File: src/rtl/lpd_pkg.sv
// ----------------------------------------------------------------------------
// Length-prefixed packet deframer package
// Shared constants and the result record passed between the deframer stages.
// ----------------------------------------------------------------------------
package lpd_pkg;

   // Parser phases
   localparam logic [1:0] PH_HEADER  = 2'd0;
   localparam logic [1:0] PH_BODY    = 2'd1;
   localparam logic [1:0] PH_DISCARD = 2'd2;

   // Result kinds
   localparam logic [1:0] KIND_BYTE  = 2'd0;
   localparam logic [1:0] KIND_EMPTY = 2'd1;
   localparam logic [1:0] KIND_ERROR = 2'd2;

   // Header layout: command id at bytes 2-3, body length at bytes 4-7
   localparam int HDR_CMD_OFFSET = 2;
   localparam int HDR_LEN_OFFSET = 4;
   localparam int LEN_BYTES      = 4;

   localparam logic [31:0] MAX_BODY_RESET = 32'd8192;

   typedef struct packed {
      logic [1:0]  result_kind;
      logic [7:0]  body_byte;
      logic [15:0] command_code;
      logic [31:0] frame_body_length;
      logic        packet_last;
   } result_type;

endpackage

File: src/rtl/lpd_frame_parser.sv
// ----------------------------------------------------------------------------
// Frame parser
// Tracks header, body and discard phases and forms at most one result per request.
// ----------------------------------------------------------------------------
module lpd_frame_parser
   import lpd_pkg::*;
#(
   parameter int HEADER_BYTES = 40
) (
   input  logic        clock,
   input  logic        reset,
   input  logic        fire,
   input  logic [7:0]  data_byte,
   input  logic        chunk_end,
   input  logic [31:0] max_body_length,
   output logic        res_valid,
   output result_type  res
);

   localparam int CountWidth = $clog2(HEADER_BYTES);
   localparam logic [CountWidth-1:0] LastIndex = CountWidth'(HEADER_BYTES - 1);

   logic [1:0]            phase_ff,        phase_in;
   logic [CountWidth-1:0] header_count_ff, header_count_in;
   logic [15:0]           command_ff,      command_in;
   logic [31:0]           length_ff,       length_in;
   logic [31:0]           remaining_ff,    remaining_in;

   logic [1:0]  kind;
   logic [7:0]  out_byte;
   logic        last;

   always_comb begin
      phase_in        = phase_ff;
      header_count_in = header_count_ff;
      command_in      = command_ff;
      length_in       = length_ff;
      remaining_in    = remaining_ff;
      res_valid       = 1'b0;
      kind            = KIND_BYTE;
      out_byte        = 8'd0;
      last            = 1'b0;

      if (fire) begin
         unique case (phase_ff)
            PH_BODY: begin
               res_valid = 1'b1;
               kind      = KIND_BYTE;
               out_byte  = data_byte;
               last      = (remaining_ff <= 32'd1);
               if (last) begin
                  remaining_in = '0;
                  phase_in     = PH_HEADER;
               end else begin
                  remaining_in = remaining_ff - 32'd1;
               end
            end
            PH_DISCARD: begin
               if (chunk_end) begin
                  phase_in = PH_HEADER;
               end
            end
            default: begin
               // Header phase; the unused phase code behaves the same way.
               phase_in = PH_HEADER;
               if (header_count_ff == '0) begin
                  command_in = '0;
                  length_in  = '0;
               end
               if (header_count_ff == CountWidth'(HDR_CMD_OFFSET)) begin
                  command_in[7:0] = data_byte;
               end
               if (header_count_ff == CountWidth'(HDR_CMD_OFFSET + 1)) begin
                  command_in[15:8] = data_byte;
               end
               for (int i = 0; i < LEN_BYTES; i++) begin
                  if (header_count_ff == CountWidth'(HDR_LEN_OFFSET + i)) begin
                     length_in[8*i +: 8] = data_byte;
                  end
               end

               if (header_count_ff != LastIndex) begin
                  header_count_in = header_count_ff + CountWidth'(1);
               end else begin
                  header_count_in = '0;
                  if (length_in >= max_body_length) begin
                     res_valid = 1'b1;
                     kind      = KIND_ERROR;
                     last      = 1'b1;
                     // With the chunk already over there is nothing to skip.
                     phase_in  = chunk_end ? PH_HEADER : PH_DISCARD;
                  end else if (length_in == '0) begin
                     res_valid = 1'b1;
                     kind      = KIND_EMPTY;
                     last      = 1'b1;
                  end else begin
                     remaining_in = length_in;
                     phase_in     = PH_BODY;
                  end
               end
            end
         endcase
      end
   end

   always_comb begin
      res.result_kind       = kind;
      res.body_byte         = out_byte;
      res.command_code      = command_in;
      res.frame_body_length = length_in;
      res.packet_last       = last;
   end

   always_ff @(posedge clock) begin
      if (reset) begin
         phase_ff        <= PH_HEADER;
         header_count_ff <= '0;
         command_ff      <= '0;
         length_ff       <= '0;
         remaining_ff    <= '0;
      end else begin
         phase_ff        <= phase_in;
         header_count_ff <= header_count_in;
         command_ff      <= command_in;
         length_ff       <= length_in;
         remaining_ff    <= remaining_in;
      end
   end

endmodule

File: src/rtl/lpd_result_reg.sv
// ----------------------------------------------------------------------------
// Result register
// Holds one result for the output channel and signals back-pressure.
// ----------------------------------------------------------------------------
module lpd_result_reg
   import lpd_pkg::*;
(
   input  logic       clock,
   input  logic       reset,
   input  logic       load_valid,
   input  result_type load_data,
   input  logic       out_stall,
   output logic       out_valid,
   output result_type out_data,
   output logic       hold
);

   logic       valid_ff, valid_in;
   result_type data_ff;
   logic       take;

   // The register can take a new result when it is empty or being drained.
   assign take     = !valid_ff || !out_stall;
   assign hold     = !take;
   assign valid_in = take ? load_valid : valid_ff;

   always_ff @(posedge clock) begin
      if (reset) begin
         valid_ff <= 1'b0;
      end else begin
         valid_ff <= valid_in;
      end
   end

   always_ff @(posedge clock) begin
      if (take && load_valid) begin
         data_ff <= load_data;
      end
   end

   assign out_valid = valid_ff;
   assign out_data  = data_ff;

endmodule

File: src/rtl/length_prefixed_packet_deframer.sv
// ----------------------------------------------------------------------------
// Length-prefixed packet deframer
// Splits a byte stream into frames and streams out each body byte.
// ----------------------------------------------------------------------------
// Usage:
// The req channel carries one stream byte per request plus a chunk_end mark.
// Each frame has a header of HEADER_BYTES bytes: command id in bytes 2-3 and
// body length in bytes 4-7, both little-endian. The rsp channel returns one
// result per body byte, one empty-packet result for a zero-length body, or
// one error result when the length is at or above max_body_length; after an
// error the rest of the chunk is dropped. Header bytes give no result.
// The csr channel writes max_body_length (8192 after reset); it is always
// ready and should be written only while the block is idle.
// A result is registered and appears the cycle after its request; throughput
// is one byte per cycle without rsp_stall, set by the single result register.
// When the receiver stalls with a result held, req_stall rises in the same
// cycle and stays high until that result is taken.
// Reset returns the parser to the start of a header and empties the result
// register.
// ----------------------------------------------------------------------------
module length_prefixed_packet_deframer
   import lpd_pkg::*;
#(
   parameter int HEADER_BYTES = 40
) (
   input  logic        clock,
   input  logic        reset,
   input  logic        req_valid,
   output logic        req_stall,
   input  logic [7:0]  req_data_byte,
   input  logic        req_chunk_end,
   output logic        rsp_valid,
   input  logic        rsp_stall,
   output logic [1:0]  rsp_result_kind,
   output logic [7:0]  rsp_body_byte,
   output logic [15:0] rsp_command_code,
   output logic [31:0] rsp_frame_body_length,
   output logic        rsp_packet_last,
   input  logic        csr_valid,
   output logic        csr_ready,
   input  logic [31:0] csr_max_body_length
);

   logic [31:0] max_len_ff;
   logic        fire;
   logic        res_valid;
   result_type  res;
   result_type  rsp_data;
   logic        hold;

   assign csr_ready = 1'b1;

   always_ff @(posedge clock) begin
      if (reset) begin
         max_len_ff <= MAX_BODY_RESET;
      end else if (csr_valid && csr_ready) begin
         max_len_ff <= csr_max_body_length;
      end
   end

   assign req_stall = hold;
   assign fire      = req_valid && !req_stall;

   lpd_frame_parser #(
      .HEADER_BYTES(HEADER_BYTES)
   ) u_parser (
      .clock          (clock),
      .reset          (reset),
      .fire           (fire),
      .data_byte      (req_data_byte),
      .chunk_end      (req_chunk_end),
      .max_body_length(max_len_ff),
      .res_valid      (res_valid),
      .res            (res)
   );

   lpd_result_reg u_result (
      .clock     (clock),
      .reset     (reset),
      .load_valid(res_valid),
      .load_data (res),
      .out_stall (rsp_stall),
      .out_valid (rsp_valid),
      .out_data  (rsp_data),
      .hold      (hold)
   );

   assign rsp_result_kind       = rsp_data.result_kind;
   assign rsp_body_byte         = rsp_data.body_byte;
   assign rsp_command_code      = rsp_data.command_code;
   assign rsp_frame_body_length = rsp_data.frame_body_length;
   assign rsp_packet_last       = rsp_data.packet_last;

`ifndef SYNTH
   a_ctrl_last: assert property (@(posedge clock) disable iff (reset)
      rsp_valid && rsp_result_kind != KIND_BYTE |-> rsp_packet_last)
      else $error("empty or error result without packet_last");

   a_ctrl_no_byte: assert property (@(posedge clock) disable iff (reset)
      rsp_valid && rsp_result_kind != KIND_BYTE |-> rsp_body_byte == 8'd0)
      else $error("empty or error result carries a data byte");

   a_stall_cause: assert property (@(posedge clock)
      !(rsp_valid && rsp_stall) |-> !req_stall)
      else $error("request stalled with no result held");

   a_reset_empty: assert property (@(posedge clock)
      reset |=> !rsp_valid)
      else $error("result valid right after reset");
`endif

endmodule
File: config.mk
export PLATFORM = sky130hd
export DESIGN_NAME = length_prefixed_packet_deframer
export DESIGN_NICKNAME = d
export VERILOG_FILES = /design/src/rtl/lpd_pkg.sv /design/src/rtl/lpd_frame_parser.sv /design/src/rtl/lpd_result_reg.sv /design/src/rtl/length_prefixed_packet_deframer.sv
export SDC_FILE = /design/constraint.sdc
export NUM_CORES = 1
export LEC_CHECK = 0
export ABC_CLOCK_PERIOD_IN_PS = 8800
export BUFFER_PORTS_ARGS = -buffer_cell sky130_fd_sc_hd__buf_2
export CELL_PAD_IN_SITES_DETAIL_PLACEMENT = 1
export CELL_PAD_IN_SITES_GLOBAL_PLACEMENT = 1
export CORE_MARGIN = 2
export CORE_UTILIZATION = 30
export CTS_CLUSTER_SIZE = 28
export DETAILED_ROUTE_END_ITERATION = 6
export GPL_TIMING_DRIVEN = 0
export PLACE_DENSITY = 0.66
export SETUP_SLACK_MARGIN = 0.1
export SYNTH_ARGS = -nofsm -noshare
export SYNTH_HDL_FRONTEND = slang
export SYNTH_SLANG_ARGS = --single-unit
File: constraint.sdc
create_clock -name clock -period 8.8 [get_ports clock]
set_input_delay 0.44 -clock clock [delete_from_list [all_inputs] [get_ports clock]]
set_output_delay 0.44 -clock clock [all_outputs]
set_load 0.03 [all_outputs]
==> key figures, run 1 <==
Status
  – Status: finished clean

Clock network
  – CTS tree: built
  – Post-CTS Setup Inserts: 0
  – CTS Sinks: 180
  – Max clock buf depth: 2
  – Clk root buf: clkbuf_16
  – Post-CTS Hold Buffers: 0
  – CTS buffer count: 17
  – Post-CTS sizing: 0
  – CTS H-tree depth: 4
  – Clock transition at path regs: 80 ps
  – Clk_lat worst skew: 450 ps

STA
  – Hold Vio Cnt, Final: 0
  – RSZ-0062 raised after global routing: no
  – Setup TNS: 0 ps
  – Period utilisation layout: between 60% and 70%
  – Period minus WS final: about 5500 ps
  – Slew margin rel.: between 30% and 40%
  – Fmax: around 180 MHz
  – Slew Limit Fails: 0
  – Final setup fails: 0
  – Final clock skew: 15.49 ps
  – Slew @ Worst Pin: about 960 ps

Routing
  – First-pass iteration count of the detailed router: 7
  – Drt initial violations: 478
  – WL final: about 30 mm
  – Number of routed nets with antenna violations: 0
  – Via count: about 8000
  – Via/cell ratio: slightly above 5
  – DR WL/cell: 20.02 µm
  – Drc violations: 0

Finish
  – Share of cells above drive strength 1: approximately 14%
  – Final nets: 1189
  – ANT cells: 0
  – Synth-to-layout area growth: 18.36%
  – Final Non-Filler Cells: roughly 1500
  – Fill count: between 3000 and 4000

Global routing
  – Initial antenna violation count: 0
  – First-pass GRT wire length: 46.00 mm
  – Largest net degree at the start of global routing: 31
  – Overall overflow remaining after global route: 0
  – All-Layer GR Usage: 19.35%
  – Vias in the first global route: approximately 7800

Placed design
  – Placed Cells: 1474
  – Routability cong.: between 0.8 and 0.9
  – Post-DP HPWL: ~22 mm
  – IO buf count: 96

Critical path
  – Crit path to: u_result.out_data[1]
  – Worst Setup End Kind: flop
  – FF-to-FF path depth: 17
  – CP Class: reg2reg
  – Crit path from: u_parser.header_count_ff[0]
  – Worst Path Arrival: 5640 ps
  – R2r startpoint: u_parser.header_count_ff[0]
  – Critical path launch point type: flop
  – Req. time, crit path: approximately 9000 ps
  – Crit-path max FO: 30
  – Reg-to-Reg End: u_result.out_data[1]
  – Reg2reg setup slack: between 3000 and 4000 ps

Synthesis
  – Async S/R FF share, synth: 0%
  – Synthesized cell area: approximately 0.009 mm²
  – Yosys warns: 0
  – Sequential area share after synthesis: between 40 and 50%
  – Cell variety after synth: 67
  – Cells after Synth: approximately 1000
  – Register bit total from synthesis: 180
  – Syn Nets: roughly 1100
  – Post-synthesis average cell area: approximately 9 µm²
  – Top FF cell, synth: dfxtp_1
  – Number of synthesized flops with an enable pin: 59

Pwr
  – Leak: roughly 4.4 nW
  – Power Dens Cells: about 180 mW/mm²
  – Peak VDD IR: 0.1361 mV

Min path
  – Hold/Removal Path Class: in2reg

Floorplan
  – Site Rows: 63
  – Die Area: 0.03144 mm²
  – Die height: 177.3 µm
  – Chip width: between 150 and 200 µm
  – Starting Density: between 30 and 40%
  – Core area: 0.02964 mm²
  – # IOs: 108

Run
  – MaxCap Viol Count: 0
-- registers in the layout (all words and copies together) (netlist names) --
name and cells:
u_parser.command_ff 16, u_parser.length_ff 32, u_result.out_valid 1, u_parser.remaining_ff 32, u_parser.header_count_ff 6, u_parser.phase_ff 2
u_result.out_data 59, max_len_ff 32
-- cells in the final DEF, fill, tap and decap left out, drive strengths merged, types with 5 or more instances in the layout --
cell / n
nor2: 122
dfxtp: 121
buf: 113
a21oi: 79
inv: 79
clkbuf: 71
and2: 68
o21ai: 61
edfxtp: 59
ha: 40
mux2i: 37
nand2: 36
nor3: 32
a22oi: 28
a22o: 17
nand3: 15
o22ai: 13
nor4: 13
nand4: 9
or4: 8
xor2: 7
or2: 6
o32ai: 6
xnor2: 6
nand2b: 5
-- Yosys cell counts (all sizes together) (3+ instances only) --
master,number,share of area (%)
a2111oi,3,0.71
a211oi,4,0.44
a21oi,79,4.4
a22o,17,1.7
a22oi,28,2.3
and2,68,4.7
and3,4,0.28
and4,4,0.39
buf,15,1.2
clkbuf,53,2.2
dfxtp,121,27
edfxtp,59,20
ha,40,5.6
inv,74,3.1
mux2i,37,4.2
nand2,36,1.5
nand2b,5,0.35
nand3,15,0.83
nand4,9,0.69
nor2,122,5.2
nor2b,3,0.21
nor3,32,1.8
nor4,13,0.97
o211ai,4,0.33
o21ai,61,3.4
o22ai,13,0.90
o32ai,6,0.58
or2,6,0.42
or3,4,0.28
or4,8,0.67
xnor2,6,0.58
xor2,7,0.68
-- cells by family (layout without fill, tap and decap cells) --
| logic type | after synthesis | in the layout | share of synthesized area (%) |
|---|---|---|---|
| XOR/XNOR | 13 | 13 | 1.264 |
| adder cells (fa/ha/maj) | 40 | 40 | 5.555 |
| AO/OA/AOI/OAI | 233 | 233 | 16.46 |
| buffers and inverters | 143 | 273 | 6.555 |
| multiplexers | 38 | 38 | 4.374 |
| AND/OR/NAND/NOR | 338 | 338 | 19.21 |
| other | 1 | 1 | 0.04162 |
| flip-flops | 180 | 180 | 46.55 |
-- through the flow --
step	util [%]	worst slack (ps)	total power, W	area (µm²)	hold WS (ps)
2_1_floorplan	-	2457	0.001031	9010	443.9
3_5_place_dp	33.87	3423	0.001101	10040	473.8
6_report	35.98	3307	0.001923	10660	225.6
5_1_grt	35.98	3080	0.001984	10660	226.9
3_3_place_gp	33.67	-175.0	0.001095	9978	464.7
4_1_cts	35.98	3382	0.001931	10660	218.0
-- per-layer routing --
metal | GRT usage (%) | part of all wire [%] | vias to the layer above
li1 | - | - | 3707
met1 | 24.70 | 45 | 3876
met2 | 33.50 | 49 | 174
met3 | 3.385 | 4.1 | 30
met4 | 5.430 | 1.7 | 0
met5 | 0 | 0 | -
-- area by class of cell --
type	instances	area, µm²	area share, %
well taps	390	488.0	4.576
multi-input cells	663	4237	39.73
inverters	74	277.8	2.605
clock buffers	18	429.2	4.024
repair buffers	98	528.0	4.951
clock inverters	14	197.7	1.854
plain buffers	69	312.8	2.933
flip-flops and latches	180	4194	39.33
-- report_power, final --
part	internal (W)	total, W	switching [W]
sequential	0.000875	0.000887	0.0000129
combinational	0.0000701	0.000196	0.000126
clock	0.000480	0.000839	0.000359
-- worst max-delay path: stages (launching register included) --
cell and delay [ps]:
dfxtp_1 370, inv_1 100, ha_1 140, buf_2 220, mux2_2 190, nand2_1 230, a22oi_1 630, inv_1 110
ha_1 320, and3_1 220, nand4_1 180, or3_1 500, a21oi_1 560, nor2_1 180, nand2_1 150, nand3_1 190
a21oi_4 570, buf_12 280
-- how the worst min path moves through the flow --
stage / from / endpoint / depth (start not counted)
4_1_cts: csr_max_body_length[3] / max_len_ff[3] / 3
5_1_grt: csr_max_body_length[8] / max_len_ff[8] / 3
3_3_place_gp: u_parser.remaining_ff[27] / u_parser.remaining_ff[27] / 2
2_1_floorplan: u_parser.remaining_ff[27] / u_parser.remaining_ff[27] / 2
3_5_place_dp: u_parser.remaining_ff[16] / u_parser.remaining_ff[16] / 2
6_report: csr_max_body_length[3] / max_len_ff[3] / 3
No activity file was read; power rests on OpenSTA's default activity.
==> run 2: changes to the inputs <==
--- a/config.mk
+++ b/config.mk
@@ -5,7 +5,7 @@
 export SDC_FILE = /design/constraint.sdc
 export NUM_CORES = 1
 export LEC_CHECK = 0
-export ABC_CLOCK_PERIOD_IN_PS = 8800
+export ABC_CLOCK_PERIOD_IN_PS = 5000
 export BUFFER_PORTS_ARGS = -buffer_cell sky130_fd_sc_hd__buf_2
 export CELL_PAD_IN_SITES_DETAIL_PLACEMENT = 1
 export CELL_PAD_IN_SITES_GLOBAL_PLACEMENT = 1
@@ -14,7 +14,7 @@
 export CTS_CLUSTER_SIZE = 28
 export DETAILED_ROUTE_END_ITERATION = 6
 export GPL_TIMING_DRIVEN = 0
-export PLACE_DENSITY = 0.66
+export PLACE_DENSITY = 0.68
 export SETUP_SLACK_MARGIN = 0.1
 export SYNTH_ARGS = -nofsm -noshare
 export SYNTH_HDL_FRONTEND = slang
==> constraint.sdc (replaced) <==
create_clock -name clock -period 5 [get_ports clock]
set_input_delay 0.25 -clock clock [delete_from_list [all_inputs] [get_ports clock]]
set_output_delay 0.25 -clock clock [all_outputs]
set_load 0.03 [all_outputs]
==> run 2 against run 1 <==
- sequential power up 76%
- utilization grew 0.42 points
- clock power increased by 63%
- critical path type unchanged
- critical endpoint is now u_result.out_data[54]
- largest cell class unchanged
==> key figures, run 2 (synthesis results as in run 1) <==
Critical path
  – CP max stage delay: 530 ps
  – Crit-path max FO: 22
  – Worst path bufs/invs: 5
  – Worst Path Arrival: ~4800 ps
  – Critical path launch point type: flop
  – Slowest cell on the critical path: or3_1
  – Worst Setup End Kind: flop
  – Crit path from: u_parser.header_count_ff[0]
  – Family with the most delay on the worst path: simple AND/OR/NAND/NOR gates
  – R2r startpoint: u_parser.header_count_ff[0]
  – CP Class: reg2reg
  – Cells along the critical path: inv_1 > ha_1 > buf_2 > mux2_2 > nand2_1 > a22oi_2 > inv_1 > ha_1 > and3_1 > nand4_1 > or3_1 > a21oi_4 > nor2_1 > nand2_1 > nand3_1 > a21oi_4 > buf_12 > buf_16
  – Req. time, crit path: ~5000 ps

Global routing
  – First-pass GRT wire length: between 40 and 50 mm
  – All-Layer GR Usage: 19.25%
  – Largest net degree at the start of global routing: 23
  – Initial antenna violation count: 1
  – Vias in the first global route: ~8100
  – Overall overflow remaining after global route: 0

Finish
  – Max reg flops: 59
  – Fill count: 3508
  – Share of cells above drive strength 1: between 15 and 20%
  – Final nets: between 1000 and 1500
  – Synth-to-layout area growth: 19.75%
  – Most frequent cells in the layout: 121 x nor2_1, 121 x dfxtp_1, 102 x buf_2
  – Fin area: ~0.011 mm²

STA
  – Final setup fails: 0
  – Slew Limit Fails: 0
  – Fmax: 212.6 MHz
  – RSZ-0062 raised after global routing: no
  – Slew margin rel.: 28.62%
  – Final clock skew: 14.04 ps
  – Period utilisation layout: between 90% and 100%
  – Setup TNS: 0 ps
  – Hold Vio Cnt, Final: 0
  – Period minus WS final: ~4700 ps
  – Slew @ Worst Pin: ~1100 ps

Clock network
  – Clk root buf: clkbuf_16
  – Max clock buf depth: 2
  – CTS tree: built
  – CTS buffer count: 17
  – CTS Sinks: between 150 and 200
  – Clk_lat worst skew: 440 ps
  – CTS H-tree depth: 4
  – Clock transition at path regs: approximately 80 ps

Routing
  – Via/cell ratio: 5.207
  – DR WL/cell: between 15 and 20 µm
  – Number of routed nets with antenna violations: 0
  – Via count: between 7000 and 8000
  – WL final: between 20 and 30 mm
  – Drc violations: 0
  – First-pass iteration count of the detailed router: 5
  – Drt initial violations: ~450

Min path
  – Hold/Removal Path Class: in2reg
  – Hold Startpoint: csr_max_body_length[15]

Pwr
  – Seq pwr share: between 40 and 50%
  – Clock Power Share: around two fifths
  – Power Dens Cells: 304.3 mW/mm²
  – Switching Fraction: ~29%
  – Logic pwr share: a little over a tenth
  – Int Pwr: between 0.002 and 0.0025 W
  – Peak VDD IR: approximately 0.20 mV
  – Leak: about 4.5 nW
  – Net Switching: 0.0009398 W

Floorplan
  – Die height: ~180 µm
  – Die Area: between 0.03 and 0.04 mm²
  – Chip width: between 150 and 200 µm
  – # IOs: roughly 110
  – Starting Density: 30.40%
  – Core area: between 0.02 and 0.03 mm²
  – Site Rows: 63

Placed design
  – Routability cong.: 0.8616
  – IO buf count: 96
  – Post-DP HPWL: 22.02 mm
  – Post-DP Area: 0.01004 mm²

Run
  – MaxCap Viol Count: 0

Status
  – Status: finished clean
[run 2: cell types whose count changed in the layout (fill, tap and decap cells not counted), sizes merged]
cell      delta
buf          +7
bufinv       -4
clkinv       +3
inv          +3
clkbuf       -1
clkinvlp     -1
diode        +1
[run 2: final cells by class]
| class | instances | area (µm²) | share of cell area [%] |
|---|---|---|---|
| inverter | 74 | 277.8 | 2.575 |
| timing repair buffer | 105 | 613.1 | 5.682 |
| buffer | 69 | 315.3 | 2.922 |
| clock inverter | 15 | 176.4 | 1.635 |
| multi-input combinational | 663 | 4297 | 39.82 |
| antenna | 1 | 2.502 | 0.02319 |
| tap | 390 | 488.0 | 4.523 |
| sequential | 180 | 4194 | 38.87 |
| clock buffer | 17 | 425.4 | 3.943 |
[run 2: per-layer routing]
metal	GRT usage [%]	routed length, µm
met1	23.74	12980
met2	33.97	14790
met3	3.085	1164
met4	6.592	663
met5	0	0
[run 2: timing repair]
| action | 4_1_cts | 5_1_grt |
|---|---|---|
| resized for setup | 3 | 12 |
| hold buffers | 0 | 0 |
| setup buffers | 2 | 5 |
| endpoints found under the hold margin | 0 | 0 |
| endpoints found under the setup margin | 81 | 82 |
| pin swaps | 1 | 3 |
[run 2: metrics by stage]
stage	util, %	hold slack (ps)	total power [W]	instances	worst slack [ps]
floorplan	-	380.4	0.001814	986	563.6
global placement	33.70	464.1	0.001925	1472	-1122
detailed placement	33.89	462.8	0.001935	1474	-463.5
CTS	36.08	38.07	0.003304	1508	131.4
global route	36.39	51.96	0.003398	1513	87.70
finish	36.40	45.20	0.003283	1514	295.3
[run 2: worst paths after layout]
| check | cells past startpoint | end | slack [ps] |
|---|---|---|---|
| max reg2reg | 18 | u_result.out_data[54] | 300 |
| max | 18 | u_result.out_data[54] | 300 |
| min | 3 | max_len_ff[15] | 50 |
| min reg2reg | 2 | u_parser.remaining_ff[21] | 490 |
[run 2: worst reg2reg max path: stages, from the launching register on]
cell     delay, ps
dfxtp_1        380
inv_1          110
ha_1           140
buf_2          220
mux2_2         180
nand2_1        310
a22oi_2        410
inv_1           90
ha_1           310
and3_1         220
nand4_1        170
or3_1          530
a21oi_4        310
nor2_1         160
nand2_1        150
nand3_1        190
a21oi_4        200
buf_12         150
buf_16         170
[run 2: power groups by stage]
stage | Combinational [W] | Clock [W] | Sequential (W)
5_1_grt | 0.000386 | 0.00144 | 0.00157
6_report | 0.000349 | 0.00137 | 0.00156
3_5_place_dp | 0.000340 | 0 | 0.00159
3_3_place_gp | 0.000331 | 0 | 0.00159
4_1_cts | 0.000344 | 0.00140 | 0.00156
2_1_floorplan | 0.000227 | 0 | 0.00159
